## src/rtl/core/btmx_pkg.sv

```systemverilog
`default_nettype none

package btmx_pkg;

    localparam int KEY_BITS   = 32;
    localparam int POOL_NODES = 65536;

    localparam int VALUE_W = 31;
    localparam int DATA_W  = ((VALUE_W + 7) / 8) * 8;
    localparam int NODE_W  = $clog2(POOL_NODES);
    localparam int CNT_W   = NODE_W + 1;
    localparam int LVL_W   = $clog2(KEY_BITS);

    localparam logic OP_INSERT = 1'b0;
    localparam logic OP_QUERY  = 1'b1;

    typedef enum logic [1:0] {
        ST_IDLE,
        ST_WALK,
        ST_DONE
    } state_t;

    typedef struct packed {
        logic [NODE_W-1:0] l1;
        logic [NODE_W-1:0] l0;
    } links_t;

    typedef struct packed {
        logic load;
        logic step;
        logic finish;
        logic out_load;
    } cmd_t;

    typedef struct packed {
        logic stop;
        logic last;
        logic out_free;
    } stat_t;

endpackage

`default_nettype wire

```

## src/rtl/core/btmx_ctrl.sv

```systemverilog
`default_nettype none

module btmx_ctrl import btmx_pkg::*; (
    input  logic  aclk,
    input  logic  aresetn,
    input  logic  in_valid,
    output logic  in_ready,
    input  stat_t stat,
    output cmd_t  cmd
);

    state_t state_reg;
    state_t state_next;

    always_ff @(posedge aclk) begin
        if (!aresetn) begin
            state_reg <= ST_IDLE;
        end else begin
            state_reg <= state_next;
        end
    end

    always_comb begin
        state_next = state_reg;
        cmd        = '0;
        in_ready   = 1'b0;
        unique case (state_reg)
            ST_IDLE: begin
                in_ready = 1'b1;
                if (in_valid) begin
                    cmd.load   = 1'b1;
                    state_next = ST_WALK;
                end
            end
            ST_WALK: begin
                cmd.step = 1'b1;
                if (stat.stop || stat.last) begin
                    state_next = ST_DONE;
                end
            end
            ST_DONE: begin
                cmd.finish = 1'b1;
                if (stat.out_free) begin
                    cmd.out_load = 1'b1;
                    in_ready     = 1'b1;
                    if (in_valid) begin
                        cmd.load   = 1'b1;
                        state_next = ST_WALK;
                    end else begin
                        state_next = ST_IDLE;
                    end
                end
            end
            default: begin
                state_next = ST_IDLE;
            end
        endcase
    end

endmodule

`default_nettype wire

```

## config.mk

```make
export PLATFORM = sky130hd
export DESIGN_NAME = btmx_ctrl
export DESIGN_NICKNAME = d
export VERILOG_FILES = /design/src/rtl/core/btmx_pkg.sv /design/src/rtl/core/btmx_ctrl.sv
export SDC_FILE = /design/constraint.sdc
export NUM_CORES = 1
export LEC_CHECK = 0
export ABC_AREA = 1
export BUFFER_PORTS_ARGS = -buffer_cell sky130_fd_sc_hd__buf_2
export CORE_AREA = 8 8 45 47
export DETAILED_ROUTE_END_ITERATION = 7
export DIE_AREA = 0 0 53 55
export SKIP_LAST_GASP = 1
export SLEW_MARGIN = 20
export SYNTH_ARGS = -nofsm -noshare
export SYNTH_HDL_FRONTEND = slang
export SYNTH_SLANG_ARGS = --single-unit
```

## constraint.sdc

```tcl
create_clock -name aclk -period 2.35 [get_ports aclk]
set_input_delay 0.235 -clock aclk [delete_from_list [all_inputs] [get_ports aclk]]
set_output_delay 0.235 -clock aclk [all_outputs]
set_load 0.03 [all_outputs]
```

==> results.md, run 1 <==
- The max-capacitance violation count is 0.
- The number of detailed-routing iterations run before antenna repair is 4.
- TritonCTS built the clock tree.
- Entering global routing, the biggest net connects 6 pins.
- Summing all multi-input logic gate instances after layout gives slightly above 70 um^2.
- The worst path meets setup with 1.09 ns of slack.
- After Yosys synthesis, and, or, nand and nor cells account for between 30% and 40% of the synthesized area.
- Summing the areas of all compound-gate instances in the mapped netlist gives under 10% of the synthesized area.
- The longest clock path from root to sink contains 2 buffers.
- The routed design uses 172 um of met2 wire.
- Summing the areas of all fa, ha and maj instances in the mapped netlist gives 0% of the synthesized area.
- The post-route netlist has approximately 50% of its cells at a drive strength greater than 1.
- The endpoint class of the critical path is an output pin.
- Summing every instance area after synthesis gives approximately 150 um^2.
- The worst-path maximum fanout is 5.
- The number of antenna violations at the first check in global routing is 0.
- The number of standard cells after synthesis is 25.
- The routed layout has between 150 and 200 vias.
- In this run the worst hold path is classified as in -> reg.
- The clock latency on the worst-skew pair is between 0.2 and 0.25 ns.
- For this run, the top clock speed supported by timing is a little under 800 MHz.
- The register with the most flip-flops in the layout has 2 of them.
- Measured against the total synthesized area, the mux share comes to 0%.
- The worst pin sits at a relative slew slack of 86.0%.
- The total setup violations reported at the end of the flow is 0.
- The wire length of the first global-routing pass is ~630 um.
- The detailed-route wire length is just over 400 um.
- CTS saw 2 sinks.
- The met3 routed wirelength is around 82 um.
- For the pin with the worst max-slew slack, the measured transition is approximately 0.21 ns.
- The share of the core filled with cells in the final layout is approximately 17%.
- The wire length on met1 is approximately 150 um.
- The via count of the first global-routing pass is 164.
- The cell sitting at the root of the clock tree is a sky130_fd_sc_hd__clkbuf_4.
- The post-synthesis to final-layout area growth is 56.7%.
- The number of max-slew violations in the final report is 0.
- Setup repair after global routing left no endpoint under its margin.
- Yosys printed 0 warnings.
- Post-CTS repair changed the size of 0 cells.
- The floorplan step set the die height to about 55 um.
- The arrival time at the worst endpoint is slightly above 1 ns.
- Across the VDD grid, the largest voltage drop is between 0.1 and 0.15 mV.
- The worst register-to-register path has a depth of 5.
- In this run the critical register-to-register path is launched from state_reg[0]$_SDFFE_PN0P_.
- STA classifies the critical path startpoint as a register.
- The number of nets with antenna violations after routing is 0.
- The worst hold path stage count is 3.
- The global route total overflow is 0.
- The synthesized design contains 2 register bits.
- Once detailed placement completed, the half-perimeter wirelength came to between 300 and 400 um.
- Across every metal layer, demand over resource in global routing totals ~3.4%.
- Each instance of the synthesized netlist takes up on average between 6 and 7 um^2.
- Buffers added to address setup during post-CTS repair amount to 0.
- The total of hold buffers inserted after clock tree synthesis is 0.
- Counting the buffers created by CTS gives 3.
- In this run the critical register-to-register path is captured at state_reg[1]$_SDFFE_PN0P_.
- The effective utilization at floorplan is 10.8%.
- The final-layout fill cell count is roughly 160.
- After clock tree synthesis, the clock-pin slew on the worst setup and hold paths is about 0.030 ns.
- The critical path in this run is classified as reg -> out.
- The xor and xnor area share after synthesis is 0%.
- The row count is 14.
- Pin placement for this block handled 11 I/O pins.
- 0 antenna diodes ended up in the layout.
- After detailed routing, no signal wire sits above met3.
- The die covers 0.00292 mm^2.
- Counting I/O delays and the setup requirement, the final critical path takes 1.26 ns.
- The aggregate negative setup slack is 0 ns.
- STA puts the critical path data required time at roughly 2.1 ns.
- The net count of the finished layout is 45.
- After synthesis, the largest family of logic cells by area is simple AND/OR/NAND/NOR gates.
- The number of hold violations in the final report is 0.
- The DRC violations left is 0.
- After the first detailed-routing iteration, the DRC count stood at 2.
- The average wire per cell in the routed design is about 7.7 um.
- Between clock sinks in the finished design, the worst skew comes to approximately 0.00077 ns.
- Buffers placed on the I/O ports in this run total 10.
- Summed over all cells, the static leakage comes to approximately 0.14 nW.
- The final cycle utilization of the critical path is around 54%.
- The unique cell type count in the Yosys netlist is 12.
- The H-tree depth reported by CTS is 1.
- In this run the power density over the cells is roughly 640 mW/mm^2.
- In the final layout, flip-flops and latches occupy roughly 40 um^2.
- The number of nets handed over by synthesis was 31.
- The horizontal die dimension is 53 um.
- The reg2reg setup slack is between 1.5 and 2 ns.
- The start point of the worst min-delay path is aresetn.
- Timing analysis after detailed placement gives a worst setup slack of ~1.3 ns.
- Using the TritonRoute via totals, the vias-per-cell ratio works out to a little over 3.
- The core outline area is 0.00138 mm^2.
- The path with the worst hold slack has its endpoint at state_reg[0]$_SDFFE_PN0P_.
- After synthesis, flip-flops and latches occupy a little over a quarter of the total area.
- The flow ran to the end, and the final reports show no timing, DRC or antenna violations.
- The congestion estimate from routability-driven global placement came to 0.709.
[how the worst max path moves through the flow]
stage / start / to / slack [ns]
2_1_floorplan: state_reg[1]$_SDFFE_PN0P_ / cmd[0] / 1.22
3_3_place_gp: state_reg[1]$_SDFFE_PN0P_ / cmd[0] / 1.32
3_5_place_dp: state_reg[1]$_SDFFE_PN0P_ / cmd[3] / 1.31
4_1_cts: state_reg[1]$_SDFFE_PN0P_ / cmd[3] / 1.07
5_1_grt: state_reg[1]$_SDFFE_PN0P_ / cmd[0] / 1.01
6_report: state_reg[1]$_SDFFE_PN0P_ / cmd[0] / 1.09
[synth_stat cells]
cell type,instances,area (um^2)
sky130_fd_sc_hd__nor2_2,1,6.26
sky130_fd_sc_hd__buf_4,1,7.51
sky130_fd_sc_hd__nor2_1,3,11.3
sky130_fd_sc_hd__inv_1,6,22.5
sky130_fd_sc_hd__nand2_1,5,18.8
sky130_fd_sc_hd__nor2_4,1,11.3
sky130_fd_sc_hd__nand2_2,1,6.26
sky130_fd_sc_hd__dfxtp_1,2,40.0
sky130_fd_sc_hd__inv_2,2,7.51
sky130_fd_sc_hd__nand3_1,1,5.00
sky130_fd_sc_hd__a21oi_2,1,8.76
sky130_fd_sc_hd__a21oi_1,1,5.00
[routing by layer]
metal	GRT usage (%)	vias up
met3	2.94	0
li1	-	94
met1	2.88	59
met5	0	-
met4	3.88	0
met2	4.49	7
[stage by stage]
step                hold WS [ns]  instances  power, mW  instance area [um^2]
global placement           0.489         50     0.0785                   213
detailed placement         0.480         50     0.0788                   213
finish                     0.255         53      0.152                   235
CTS                        0.247         53      0.157                   235
floorplan                  0.357         25     0.0686                   150
global route               0.254         53      0.164                   235
[final cells by class]
type / count / area share, %
Timing Repair Buffer: 10 / 21.3
Inverter: 8 / 12.8
Clock buffer: 3 / 9.57
Multi-Input combinational cell: 14 / 30.9
Sequential cell: 2 / 17.0
Tap cell: 16 / 8.51
[worst max-delay path, stage by stage, from the launching register on]
cell                      delay (ns)
sky130_fd_sc_hd__dfxtp_1        0.42
sky130_fd_sc_hd__nand2_1        0.10
sky130_fd_sc_hd__nor2_1         0.09
sky130_fd_sc_hd__buf_2          0.20
[cells by family after synthesis]
kind of cell	count (synthesis)
AND/OR/NAND/NOR	12
buffers and inverters	9
flip-flops	2
AO/OA/AOI/OAI	2
[layout by cell type, fill, tap and decap left out]
master and n:
sky130_fd_sc_hd__dfxtp_1 2, sky130_fd_sc_hd__nor2_1 3, sky130_fd_sc_hd__inv_1 6, sky130_fd_sc_hd__inv_2 2
sky130_fd_sc_hd__a21oi_1 1, sky130_fd_sc_hd__buf_2 10, sky130_fd_sc_hd__nand2_1 5, sky130_fd_sc_hd__nand2_2 1
sky130_fd_sc_hd__nor2_2 1, sky130_fd_sc_hd__nor2_4 1, sky130_fd_sc_hd__a21oi_2 1, sky130_fd_sc_hd__clkbuf_4 3
sky130_fd_sc_hd__nand3_1 1
[power breakdown]
| group | total (mW) | internal, mW | switching, mW |
|---|---|---|---|
| Combinational | 0.0385 | 0.0128 | 0.0257 |
| Clock | 0.0737 | 0.0561 | 0.0176 |
| Sequential | 0.0394 | 0.0366 | 0.00280 |
| Total | 0.152 | 0.106 | 0.0462 |
No activity file was read; power rests on OpenSTA's default activity.
==> run 2, diff against run 1 <==
==> constraint.sdc (replaced) <==
create_clock -name aclk -period 1 [get_ports aclk]
set_input_delay 0.1 -clock aclk [delete_from_list [all_inputs] [get_ports aclk]]
set_output_delay 0.1 -clock aclk [all_outputs]
set_load 0.03 [all_outputs]
==> run 2 against run 1 <==
  * The flow now finishes with violations (setup timing)
  * Design area up 21%
  * Worst setup slack worse by 1.1 ns
  * Total power rose to 2.6 times the previous value
  * Hold slack worse by 0.15 ns
  * Routed wire length up 5.9%
  * Register-to-register slack worse by 1.4 ns
  * Critical path depth up 1
  * Flip-flop and latch count unchanged
  * Global-route usage up 0.60 points
  * Non-clock buffer count up 2
  * Cell count up 3.8%
  * First-iteration DRC count up 50%
==> results.md, run 2 (synthesized netlist as in run 1, its figures left out) <==
- For this run, the total global-route usage over all layers was measured as 3.98%.
- Entering global routing, the biggest net connects 6 pins.
- For the worst setup path, the data arrival time is between 0.9 and 1 ns.
- The number of antenna violations at the first check in global routing came to 0.
- Setup violations remaining at the end of the flow were counted as 2.
- Pin placement for this block handled 11 I/O pins.
- The full die area is about 0.003 mm^2.
- The initial detailed-routing violation count is 3.
- The post-synthesis to final-layout area growth is 90.0%.
- The post-route netlist has between 60% and 70% of its cells at a drive strength greater than 1.
- The headroom to the max-slew limit is between 90% and 100%.
- The via count of the first global-routing pass is 182.
- The DRC violations left is 0.
- The final reports fail on setup timing.
- The number of clock buffers added by TritonCTS is 3.
- The average wire per cell in the routed design is between 7 and 8 um.
- The final layout net count is between 40 and 50.
- In this design, the stage delay of the slowest critical-path cell is 0.33 ns.
- The final RePlAce weighted congestion is roughly 0.7.
- The number of placed instances, taps included, is 50.
- The power per unit of standard cell area is 1370 mW/mm^2.
- The worst-case IR drop observed on VDD is approximately 0.34 mV.
- For the finished layout, the period the worst path requires is 1.02 ns.
- The routed layout has 176 vias.
- The top cell types in the final layout, fill and taps aside, are sky130_fd_sc_hd__inv_1 (6), sky130_fd_sc_hd__buf_2 (5), sky130_fd_sc_hd__buf_4 (5).
- The worst setup path is captured at an output pin.
- For the worst-skew pair, the clock arrives at the later sink with an insertion delay of 0.22 ns.
- The first global-routing pass estimated between 700 and 800 um of wire.
- The number of hold buffers added after CTS was 0.
- The commonest non-fill, non-tap cell in the layout is sky130_fd_sc_hd__inv_1.
- The horizontal die dimension is between 50 and 60 um.
- The first detailed-routing pass took 3 iterations.
- The tightest hold path in the finished design has a slack of 0.108 ns.
- CTS built an H-tree with a depth of 1.
- The number of I/O port buffers is 10.
- The post-route clock skew is between 0.003 and 0.004 ns.
- For the worst setup path, the data required time is 0.90 ns.
- For the pin with the worst max-slew slack, the measured transition is roughly 0.12 ns.
- The placed wire-length estimate after detailed placement is 322 um.
- The number of hold violations in the final report is 0.
- Leaving out filler cells and counting taps, the final layout contains 55.
- The startpoint class of the critical path is a register.
- In this run the remaining antenna-violating nets after routing total 0.
- Across all setup checks in the final design, the least slack found is -0.0236 ns.
- The detailed-route wire length is about 430 um.
- After clock tree synthesis, the clock-pin slew on the worst setup and hold paths is roughly 0.03 ns.
- The aggregate negative setup slack is -0.0289 ns.
- The number of max-slew violations in the final report is 0.
- The classification of the worst-slack hold path is in -> reg.
- The run finished, with violations left.
- In the finished design, the share of the clock period the worst path needs comes to 102%.
- In this run the worst path has a maximum fanout of 3.
- The row count is 14.
- Once placement finished, the instance area stood at between 200 and 250 um^2.
- The register with the most flip-flops in the layout has 2 of them.
- Setup repair after global routing could not meet its margin everywhere.
- The repair_antennas step left the layout with diodes totalling 0.
- The core outline area is around 0.0014 mm^2.
- Static timing analysis puts the maximum clock frequency at a little under 1000 MHz.
- Counting every sink on the clock net gives 2.
- The max-capacitance violation count is 0.
- Together, buffers and inverters on the worst path number 2.
- The number of buffers between clock root and the deepest sink is 2.
- The classification of the worst setup path is reg -> out.
- On the critical path the largest part of the delay comes from flip-flops.
- The effective utilization at floorplan is a little over a tenth.
- The die is roughly 55 um tall.
- In this run the static leakage power is around 0.16 nW.
- The final cell area excluding filler cells is 285 um^2.
- The via density per instance is ~3.2.
- The clock root buffer is sky130_fd_sc_hd__clkbuf_4.
- Walking the worst path, the cells encountered are inv_4 -> nand2_2 -> nor2_1 -> buf_4.
- The CTS tree is yes.
- After global routing the overflow that remains totals 0.
- The standard cell with the maximum stage delay on the critical path is sky130_fd_sc_hd__dfxtp_2.
-- run 2: what timing repair did --
action | in CTS | in global routing
gates resized for setup | 10 | 4
setup endpoints to repair | 5 | 5
pin swaps | 1 | 3
setup buffers | 0 | 2
-- run 2: path summary, 6_finish.rpt --
kind / cells after the start / slack (ns) / endpoint / from
setup / recovery: 4 / -0.02 / cmd[0] / state_reg[0]$_SDFFE_PN0P_
hold reg to reg: 3 / 0.56 / state_reg[0]$_SDFFE_PN0P_ / state_reg[1]$_SDFFE_PN0P_
setup reg to reg: 6 / 0.15 / state_reg[1]$_SDFFE_PN0P_ / state_reg[0]$_SDFFE_PN0P_
hold / removal: 3 / 0.11 / state_reg[0]$_SDFFE_PN0P_ / aresetn
-- run 2: routing by layer --
metal / vias to the layer above / share of wire (%) / GRT usage (%)
met3: 0 / 15 / 4.01
li1: 100 / - / -
met2: 7 / 41 / 5.27
met5: - / 0 / 0
met4: 0 / 0 / 3.88
met1: 69 / 43 / 3.33
-- run 2: final cells by class --
cell class | count | area [um^2]
Fill cell | 153 | 1100
Clock buffer | 3 | 22.5
Tap cell | 16 | 20.0
Multi-Input combinational cell | 14 | 80.1
Inverter | 8 | 32.5
Timing Repair Buffer | 12 | 85.1
Sequential cell | 2 | 45.0
-- run 2: metrics by stage --
stage / util [%] / setup WS (ns) / total power, mW
floorplan: - / 0.00408 / 0.161
global placement: 15.4 / 0.105 / 0.184
detailed placement: 15.4 / 0.101 / 0.185
CTS: 18.7 / -0.0664 / 0.385
global route: 20.6 / -0.0798 / 0.429
finish: 20.6 / -0.0236 / 0.389
-- run 2: worst reg2reg max path: stages (launching register included) --
cell and delay, ns:
sky130_fd_sc_hd__dfxtp_2 0.36, sky130_fd_sc_hd__inv_4 0.05, sky130_fd_sc_hd__buf_4 0.12, sky130_fd_sc_hd__nand3_1 0.06
sky130_fd_sc_hd__nand2_1 0.05, sky130_fd_sc_hd__inv_1 0.06, sky130_fd_sc_hd__nor2_2 0.03
-- run 2: where the power goes --
| part | switching [mW] | internal (mW) | leakage (nW) |
|---|---|---|---|
| combinational | 0.0660 | 0.0518 | 0.126 |
| clock | 0.0444 | 0.132 | 0.0138 |
| sequential | 0.00901 | 0.0859 | 0.0175 |
